**config.mk**
```make
export PLATFORM = sky130hd
export DESIGN_NAME = elgamal_signature_verify_unit
export DESIGN_NICKNAME = d
export VERILOG_FILES = /design/src/design/egsv_pkg.sv /design/src/design/elgamal_signature_verify_unit.sv
export SDC_FILE = /design/constraint.sdc
export NUM_CORES = 2
export LEC_CHECK = 0
export BUFFER_PORTS_ARGS = -buffer_cell sky130_fd_sc_hd__buf_2
export CELL_PAD_IN_SITES_DETAIL_PLACEMENT = 1
export CELL_PAD_IN_SITES_GLOBAL_PLACEMENT = 1
export CORE_ASPECT_RATIO = 1.1
export CORE_MARGIN = 1
export CORE_UTILIZATION = 53
export DETAILED_ROUTE_END_ITERATION = 12
export HOLD_SLACK_MARGIN = 0.1
export PLACE_DENSITY = 0.93
export SLEW_MARGIN = 30
export SYNTH_ARGS = -nofsm -noshare
export SYNTH_HDL_FRONTEND = slang
export SYNTH_SLANG_ARGS = --single-unit
```
**constraint.sdc**
```tcl
create_clock -name clk -period 27.4 [get_ports clk]
set_input_delay 5.48 -clock clk [delete_from_list [all_inputs] [get_ports clk]]
set_output_delay 5.48 -clock clk [all_outputs]
set_load 0.05 [all_outputs]
```
**src/design/egsv_pkg.sv**
```systemverilog
package egsv_pkg;

	localparam int WIDTH = 64;
	localparam int CW = $clog2(WIDTH);

	// Register indexes of the configuration port.
	localparam logic [1:0] CFG_MODULUS    = 2'd0;
	localparam logic [1:0] CFG_GENERATOR  = 2'd1;
	localparam logic [1:0] CFG_PUBLIC_KEY = 2'd2;

	localparam logic [WIDTH-1:0] MODULUS_RST    = WIDTH'(19);
	localparam logic [WIDTH-1:0] GENERATOR_RST  = WIDTH'(2);
	localparam logic [WIDTH-1:0] PUBLIC_KEY_RST = WIDTH'(18);

	typedef struct packed {
		logic [WIDTH-1:0] message;
		logic [WIDTH-1:0] sig_first;
		logic [WIDTH-1:0] sig_second;
	} egsv_in_t;

	typedef struct packed {
		logic             valid_res;
		logic [WIDTH-1:0] left_residue;
		logic [WIDTH-1:0] right_residue;
	} egsv_out_t;

	typedef enum logic [2:0] {
		S_IDLE,
		S_RED,
		S_EBIT,
		S_MACC,
		S_MSQ,
		S_FIN,
		S_OUT
	} egsv_state_t;

	// Which of the three powers is being worked on.
	typedef enum logic [1:0] {
		PH_PUB,
		PH_SIG,
		PH_GEN
	} egsv_phase_t;

endpackage

```
**src/design/elgamal_signature_verify_unit.sv**
```systemverilog
// Per item: the public key, the first signature part and the generator are each reduced
// modulo p and raised by square-and-multiply over WIDTH exponent bits, with an extra multiply
// for each set bit; the first two powers are multiplied into the left residue, then output.
// With a modulus below two the block skips the powers and goes straight to the output register.
// One item at a time through one bit-serial modular multiplier that retires one multiplier
// bit per cycle; the next input is taken once the result of the last one is registered.
// Reset (arst_n low) restores modulus 19, generator 2, public key 18 and empties the block.
module elgamal_signature_verify_unit
	import egsv_pkg::*;
(
	input  logic             clk,
	input  logic             arst_n,
	input  logic             in_valid,
	output logic             in_ready,
	input  egsv_in_t         in_data,
	output logic             out_valid,
	input  logic             out_ready,
	output egsv_out_t        out_data,
	input  logic             cfg_we,
	input  logic [1:0]       cfg_index,
	input  logic [WIDTH-1:0] cfg_data
);

	egsv_state_t state_q, state_d;
	egsv_phase_t phase_q;

	logic [WIDTH-1:0] modulus_q, generator_q, public_key_q;
	logic [WIDTH-1:0] p_q, s1_q, s2_q, msg_q;
	logic [WIDTH-1:0] acc_q, sq_q, e_q, t1_q, left_q;
	logic [WIDTH-1:0] mul_a_q, mul_b_q, mul_r_q;
	logic [CW-1:0]    cnt_q, ebit_q;
	logic             out_valid_q;
	egsv_out_t        out_q;

	logic             mul_done, ebit_last, p_small, out_free;
	logic [WIDTH+1:0] mul_t;
	logic [WIDTH+2:0] mul_d1, mul_d2;
	logic [WIDTH-1:0] mul_next;

	// Configuration registers.
	always_ff @(posedge clk or negedge arst_n) begin
		if (!arst_n) begin
			modulus_q    <= MODULUS_RST;
			generator_q  <= GENERATOR_RST;
			public_key_q <= PUBLIC_KEY_RST;
		end else if (cfg_we) begin
			unique case (cfg_index)
				CFG_MODULUS:    modulus_q    <= cfg_data;
				CFG_GENERATOR:  generator_q  <= cfg_data;
				CFG_PUBLIC_KEY: public_key_q <= cfg_data;
				default: ;
			endcase
		end
	end

	// One step of the shift-add multiplier: r = 2r + bit*a, reduced once from below 3p.
	always_comb begin
		mul_t  = {1'b0, mul_r_q, 1'b0} + (mul_b_q[WIDTH-1] ? {2'b00, mul_a_q} : '0);
		mul_d1 = {1'b0, mul_t} - {3'b000, p_q};
		mul_d2 = {1'b0, mul_t} - {2'b00, p_q, 1'b0};
		if (!mul_d2[WIDTH+2]) begin
			mul_next = mul_d2[WIDTH-1:0];
		end else if (!mul_d1[WIDTH+2]) begin
			mul_next = mul_d1[WIDTH-1:0];
		end else begin
			mul_next = mul_t[WIDTH-1:0];
		end
	end

	assign p_small   = (modulus_q[WIDTH-1:1] == '0);
	assign ebit_last = (ebit_q == CW'(WIDTH - 1));
	assign out_free  = !out_valid_q || out_ready;

	// Outputs of the controller.
	always_comb begin
		in_ready = (state_q == S_IDLE);
		mul_done = ((state_q == S_RED) || (state_q == S_MACC) || (state_q == S_MSQ) ||
			(state_q == S_FIN)) && (cnt_q == CW'(WIDTH - 1));
	end

	// Next state.
	always_comb begin
		state_d = state_q;
		unique case (state_q)
			S_IDLE: if (in_valid) state_d = p_small ? S_OUT : S_RED;
			S_RED:  if (mul_done) state_d = S_EBIT;
			S_EBIT: state_d = e_q[0] ? S_MACC : S_MSQ;
			S_MACC: if (mul_done) state_d = S_MSQ;
			S_MSQ: begin
				if (mul_done) begin
					if (!ebit_last) begin
						state_d = S_EBIT;
					end else begin
						unique case (phase_q)
							PH_PUB:  state_d = S_RED;
							PH_SIG:  state_d = S_FIN;
							PH_GEN:  state_d = S_OUT;
							default: state_d = S_IDLE;
						endcase
					end
				end
			end
			S_FIN:  if (mul_done) state_d = S_RED;
			S_OUT:  if (out_free) state_d = S_IDLE;
			default: state_d = S_IDLE;
		endcase
	end

	always_ff @(posedge clk or negedge arst_n) begin
		if (!arst_n) begin
			state_q <= S_IDLE;
		end else begin
			state_q <= state_d;
		end
	end

	// Sequencing of the exponentiations and the multiplier.
	always_ff @(posedge clk or negedge arst_n) begin
		if (!arst_n) begin
			phase_q     <= PH_PUB;
			cnt_q       <= '0;
			ebit_q      <= '0;
			out_valid_q <= 1'b0;
		end else begin
			if (out_valid_q && out_ready) out_valid_q <= 1'b0;
			cnt_q <= mul_done ? '0 : cnt_q + CW'(1);
			unique case (state_q)
				S_IDLE: begin
					cnt_q   <= '0;
					phase_q <= PH_PUB;
				end
				S_EBIT: cnt_q <= '0;
				S_MSQ: begin
					if (mul_done) begin
						ebit_q <= ebit_q + CW'(1);
						if (ebit_last) begin
							if (phase_q == PH_PUB) phase_q <= PH_SIG;
							else if (phase_q == PH_SIG) phase_q <= PH_GEN;
						end
					end
				end
				S_OUT: begin
					if (out_free) out_valid_q <= 1'b1;
				end
				default: ;
			endcase
			if (state_q == S_RED && mul_done) ebit_q <= '0;
		end
	end

	// Datapath registers.
	always_ff @(posedge clk) begin
		mul_r_q <= mul_next;
		mul_b_q <= {mul_b_q[WIDTH-2:0], 1'b0};
		unique case (state_q)
			S_IDLE: begin
				msg_q   <= in_data.message;
				s1_q    <= in_data.sig_first;
				s2_q    <= in_data.sig_second;
				p_q     <= modulus_q;
				left_q  <= '0;
				acc_q   <= '0;
				mul_a_q <= WIDTH'(1);
				mul_b_q <= public_key_q;
				mul_r_q <= '0;
			end
			S_RED: begin
				if (mul_done) begin
					sq_q  <= mul_next;
					acc_q <= WIDTH'(1);
					unique case (phase_q)
						PH_PUB:  e_q <= s1_q;
						PH_SIG:  e_q <= s2_q;
						default: e_q <= msg_q;
					endcase
				end
			end
			S_EBIT: begin
				mul_a_q <= e_q[0] ? acc_q : sq_q;
				mul_b_q <= sq_q;
				mul_r_q <= '0;
			end
			S_MACC: begin
				if (mul_done) begin
					acc_q   <= mul_next;
					mul_a_q <= sq_q;
					mul_b_q <= sq_q;
					mul_r_q <= '0;
				end
			end
			S_MSQ: begin
				if (mul_done) begin
					sq_q <= mul_next;
					e_q  <= {1'b0, e_q[WIDTH-1:1]};
					if (ebit_last) begin
						unique case (phase_q)
							PH_PUB: begin
								t1_q    <= acc_q;
								mul_a_q <= WIDTH'(1);
								mul_b_q <= s1_q;
								mul_r_q <= '0;
							end
							PH_SIG: begin
								mul_a_q <= t1_q;
								mul_b_q <= acc_q;
								mul_r_q <= '0;
							end
							default: ;
						endcase
					end
				end
			end
			S_FIN: begin
				if (mul_done) begin
					left_q  <= mul_next;
					mul_a_q <= WIDTH'(1);
					mul_b_q <= generator_q;
					mul_r_q <= '0;
				end
			end
			S_OUT: begin
				if (out_free) begin
					out_q.left_residue  <= left_q;
					out_q.right_residue <= acc_q;
					out_q.valid_res     <= (left_q == acc_q);
				end
			end
			default: ;
		endcase
	end

	assign out_valid = out_valid_q;
	assign out_data  = out_q;

	// Checks on the sequencing.
	a_busy_after_accept: assert property (@(posedge clk) disable iff (!arst_n)
		in_valid && in_ready |=> !in_ready)
		else $error("block still ready after an input transfer");

	a_flag_matches: assert property (@(posedge clk) disable iff (!arst_n)
		out_valid |-> (out_data.valid_res == (out_data.left_residue == out_data.right_residue)))
		else $error("match flag disagrees with residues");

	a_mul_needs_modulus: assert property (@(posedge clk) disable iff (!arst_n)
		(state_q == S_RED || state_q == S_MACC || state_q == S_MSQ || state_q == S_FIN)
		|-> (p_q[WIDTH-1:1] != '0))
		else $error("multiplier running with modulus below two");

endmodule
```
==> impl_metrics.yaml, run 1 <==
die:
  start_util: 0.535
  die_x_um: 313
  io_pins: 394
  num_rows: 125
  die_h_um: 344
synth:
  yosys.area.top_type: "edfxtp_1"
  yosysWarnings: 0
  ys_seq_area_frac: 0.548
  synth_top_cells_by_count: "edfxtp_1 (769), o21ai_0 (453), a21oi_1 (411)"
  ys_ff_latch: 1107
  yosysUniqueCellTypes: 92
  synth_fp_nets: 5617
  synthMostInstantiatedCell: "edfxtp_1"
  yosys-top-cells-area: "edfxtp_1 (41%), dfrtp_1 (9.0%), dfxtp_1 (4.5%), ha_1 (4.3%), mux2_2 (4.1%)"
  synth_top_area_share: 0.409
  synth-edff-count: 769
  synthFlopType: "edfxtp_1"
  async_flop_share: 0.190
  postSynthAreaPerCell_um2: 11.0
  synth_area_um2: 56500
  synth_cells: 5155
grt:
  overflow: 102
  track_usage: 0.714
  grt_max_degree: 164
  antenna_found_initial: 79
clocking:
  cts_htree_levels: 3
  cts_hold_buf: 0
  cts-resized-gates: 0
  cts-root-buf: "clkbuf_16"
  cts.sink_count: 1107
  postCtsSetupRepairBufs: 0
  clockBufferDepth: 3
  cts_made_buffers: 104
place:
  dp_cells: 6684
  gp_congestion: 0.973
  pre_cts_slack_ps: 19080
  io_buffer_count: 393
  hpwl_um: 163000
status:
  stop_error: "[ERROR GRT-0232] Routing congestion too high. Check the congestion heatmap in the GUI."
  status: "stopped before the end"
  lastStage: "global routing"
## through the flow
stage	instance area [um2]	util	hold WS, ps
2_1_floorplan	56500	-	422
3_3_place_gp	59500	0.564	433
3_5_place_dp	59500	0.564	440
4_1_cts	63100	0.598	459
## cells by family after synthesis
family,share of synthesized area
compound gates,0.192
simple gates,0.0973
mux,0.0436
fa+ha+maj,0.0445
buf+inv,0.0379
flops,0.548
xor+xnor,0.0372
## routing by layer
metal / overflow / GRT usage
met2: 43 / 0.834
met5: 0 / 0.472
met3: 9 / 0.642
met1: 2 / 0.705
met4: 48 / 0.650
==> run 2: changes to the inputs <==
Settings changed: CELL_PAD_IN_SITES_DETAIL_PLACEMENT 1 to not set, CELL_PAD_IN_SITES_GLOBAL_PLACEMENT 1 to not set, CORE_ASPECT_RATIO 1.1 to not set, CORE_UTILIZATION 53 to 38, HOLD_SLACK_MARGIN 0.1 to not set, PLACE_DENSITY 0.93 to not set, PLACE_DENSITY_LB_ADDON set to 0.15.
==> impl_metrics.yaml, run 2 <==
synth:
  yosysUniqueCellTypes: 92
  yosysWarnings: 0
  synth_top_area_share: 0.409
  ys_seq_area_frac: 0.548
  synth_area_um2: 56500
  synth-simple-area-share: 0.0973
  yosys.area.top_type: "edfxtp_1"
  postSynthAreaPerCell_um2: 11.0
  yosys-top-cells-area: "edfxtp_1 (41%), dfrtp_1 (9.0%), dfxtp_1 (4.5%), ha_1 (4.3%), mux2_2 (4.1%)"
  synth_cells: 5155
  synth_top_family_by_area: "compound AO/OA/AOI/OAI gates"
  ys_ff_latch: 1107
  synthMuxAreaShare: 0.0436
  synth_compound_area_frac: 0.192
  synthMostInstantiatedCell: "edfxtp_1"
  synthXorXnorAreaFrac: 0.0372
  async_flop_share: 0.190
  synth_fp_nets: 5617
  synthFlopType: "edfxtp_1"
  synth-edff-count: 769
  synth_top_cells_by_count: "edfxtp_1 (769), o21ai_0 (453), a21oi_1 (411)"
  synthAdderAreaFrac: 0.0445
worst_setup_path:
  crit_path_end_kind: "primary output"
  r2r-start: "mul_b_q[63]$_DFF_P_"
  reg2reg_to: "acc_q[42]$_DFFE_PP_"
  worstSetupPathType: "flop to primary output"
  cp_data_required_time_ps: 21920
  critPathArrivalTime_ps: 3090
  worstPathCellList: "or3_1, inv_8, buf_2"
  r2r_slack_ps: 19060
  cp-start-kind: "flop"
  cp_top_family: "buffers and inverters"
  cp_num_buf_inv: 2
  reg2regPathDepth: 26
  max_stage_delay_ps: 680
  critical-path-slowest-cell: "or3_1"
  worstPathMaxFanout: 88
place:
  hpwl_um: 154000
  dp_cells: 7239
  pre_cts_slack_ps: 19210
  dpl-instance-area_um2: 60400
  io_buffer_count: 393
  gp_congestion: 0.929
die:
  dieArea_um2: 150000
  die_h_um: 387
  start_util: 0.382
  num_rows: 141
  io_pins: 394
  design.core.area_um2: 148000
  die_x_um: 387
drt:
  drc: 0
  drt-initial-drc-count: 5541
  routedWlPerCell_um: 28.2
  num_vias: 44470
  routed_wl_um: 210000
  drt.antenna.violating_nets: 0
  first_pass_iters: 9
  post_drt_via_cell_ratio: 5.96
clocking:
  clockBufferDepth: 3
  cts-root-buf: "clkbuf_16"
  cts_tree: "built"
  cts.sink_count: 1107
  cts_made_buffers: 116
  postCtsSetupRepairBufs: 0
  cts_htree_levels: 3
  path_clk_slew_ps: 60
  cts_hold_buf: 0
  cts-resized-gates: 0
  clkLatencyLatePin_ps: 770
power_and_ir_drop:
  p_comb_frac: 0.028
  p_int_mw: 2.83
  leakage_nw: 23.3
  power.density_nw_per_um2: 56.2
  ir_drop_mv: 0.0663
  sequentialPowerShare: 0.517
  clkPwrFrac: 0.456
  p_sw_mw: 0.787
  swShare: 0.217
cells_and_area:
  largest_reg_flops: 129
  layout_common_cells: "edfxtp_1 (769), o21ai_0 (450), a21oi_1 (407), buf_2 (392), nor2_1 (381)"
  syn_to_final_growth_pct: 14.0
  fillers: 13968
  mostFrequentLayoutCell: "edfxtp_1"
  drive_gt1_frac: 0.174
  fin_area_um2: 64400
  final_nets: 5889
  instances_no_fill: 7461
grt:
  grt_pass1_vias: 41960
  grt_pass1_wl_um: 301000
  grt_max_degree: 89
  track_usage: 0.273
  antenna_found_initial: 22
  overflow: 0
timing:
  tightest_slew_ps: 1070
  finalClockSkew_ps: 48.9
  rsz0062_at_grt: "no"
  slew_headroom: 0.266
  holdWs_ps: 445
  fin_crit_ps: 8570
  setup_ws_ps: 18830
  hold_viol_final: 0
  period_share: 0.313
  drv_slew: 0
  setup_violations: 0
  tns_ps: 0
  clock.fmax_mhz: 117
hold_path:
  min_path_type: "flop to flop"
  hold-path-cell-count: 2
  hp-start: "mul_b_q[26]$_DFF_P_"
  worstHoldEndpoint: "mul_b_q[27]$_DFF_P_"
run:
  maxCapViolCount: 0
status:
  status: "complete, no violations"
## run 2: cell counts after synthesis
Identical to the previous run, type by type.
## run 2: tightest hold or removal path, delay by kind of cell, from the launching register on
kind            cells  cell delay [ps]
compound gates      1               50
flops               1              310
buf+inv             1               40
## run 2: cells by family after synthesis
logic type,after synthesis
AOI/OAI and AO/OA,1655
xor gates and xnor gates,240
adders and majority gates,199
buffers and inverters,548
DFF,1107
muxes,220
and+or+nand+nor,1186
## run 2: worst max path at each step
stage	start	end	cells past startpoint
floorplan	out_ready	out_data[0]$_DFFE_PP_	2
global placement	mul_b_q[63]$_DFF_P_	sq_q[42]$_DFFE_PP_	26
detailed placement	mul_b_q[63]$_DFF_P_	acc_q[42]$_DFFE_PP_	26
CTS	state_q[1]$_DFFE_PN0P_	in_ready	3
global route	state_q[1]$_DFFE_PN0P_	in_ready	3
finish	state_q[1]$_DFFE_PN0P_	in_ready	3
## run 2: metal layers
metal  up-vias  GRT usage  wire, um
li1      19867          -         -
met5         -          0       149
met1     22202      0.409     95300
met2      2134      0.393     88300
met4        24     0.0738      5270
met3       243     0.0608     20900
## run 2: stage by stage
stage                     utilization  power, mW
after floorplan                     -       1.95
after global placement          0.409       2.00
after detailed placement        0.409       2.01
after CTS                       0.436       3.64
after global routing            0.436       3.72
final                           0.436       3.62
## run 2: layout make-up
class,count,area (um2),share of cell area
Timing Repair Buffer,465,2540,0.0394
Inverter,237,900,0.0140
Antenna cell,1,2.50,0.0000389
Tap cell,1930,2410,0.0375
Multi-Input combinational cell,3500,23600,0.367
Clock inverter,63,788,0.0122
Sequential cell,1107,30900,0.480
Clock buffer,158,3200,0.0497
## run 2: power by group through the flow
stage          Sequential (mW)  Combinational (mW)  Clock (mW)
2_1_floorplan             1.89              0.0558           0
3_3_place_gp              1.90              0.0972           0
3_5_place_dp              1.90               0.101           0
4_1_cts                   1.87               0.101        1.67
5_1_grt                   1.88               0.107        1.73
6_report                  1.87              0.0996        1.65
No activity file was read; power rests on OpenSTA's default activity.
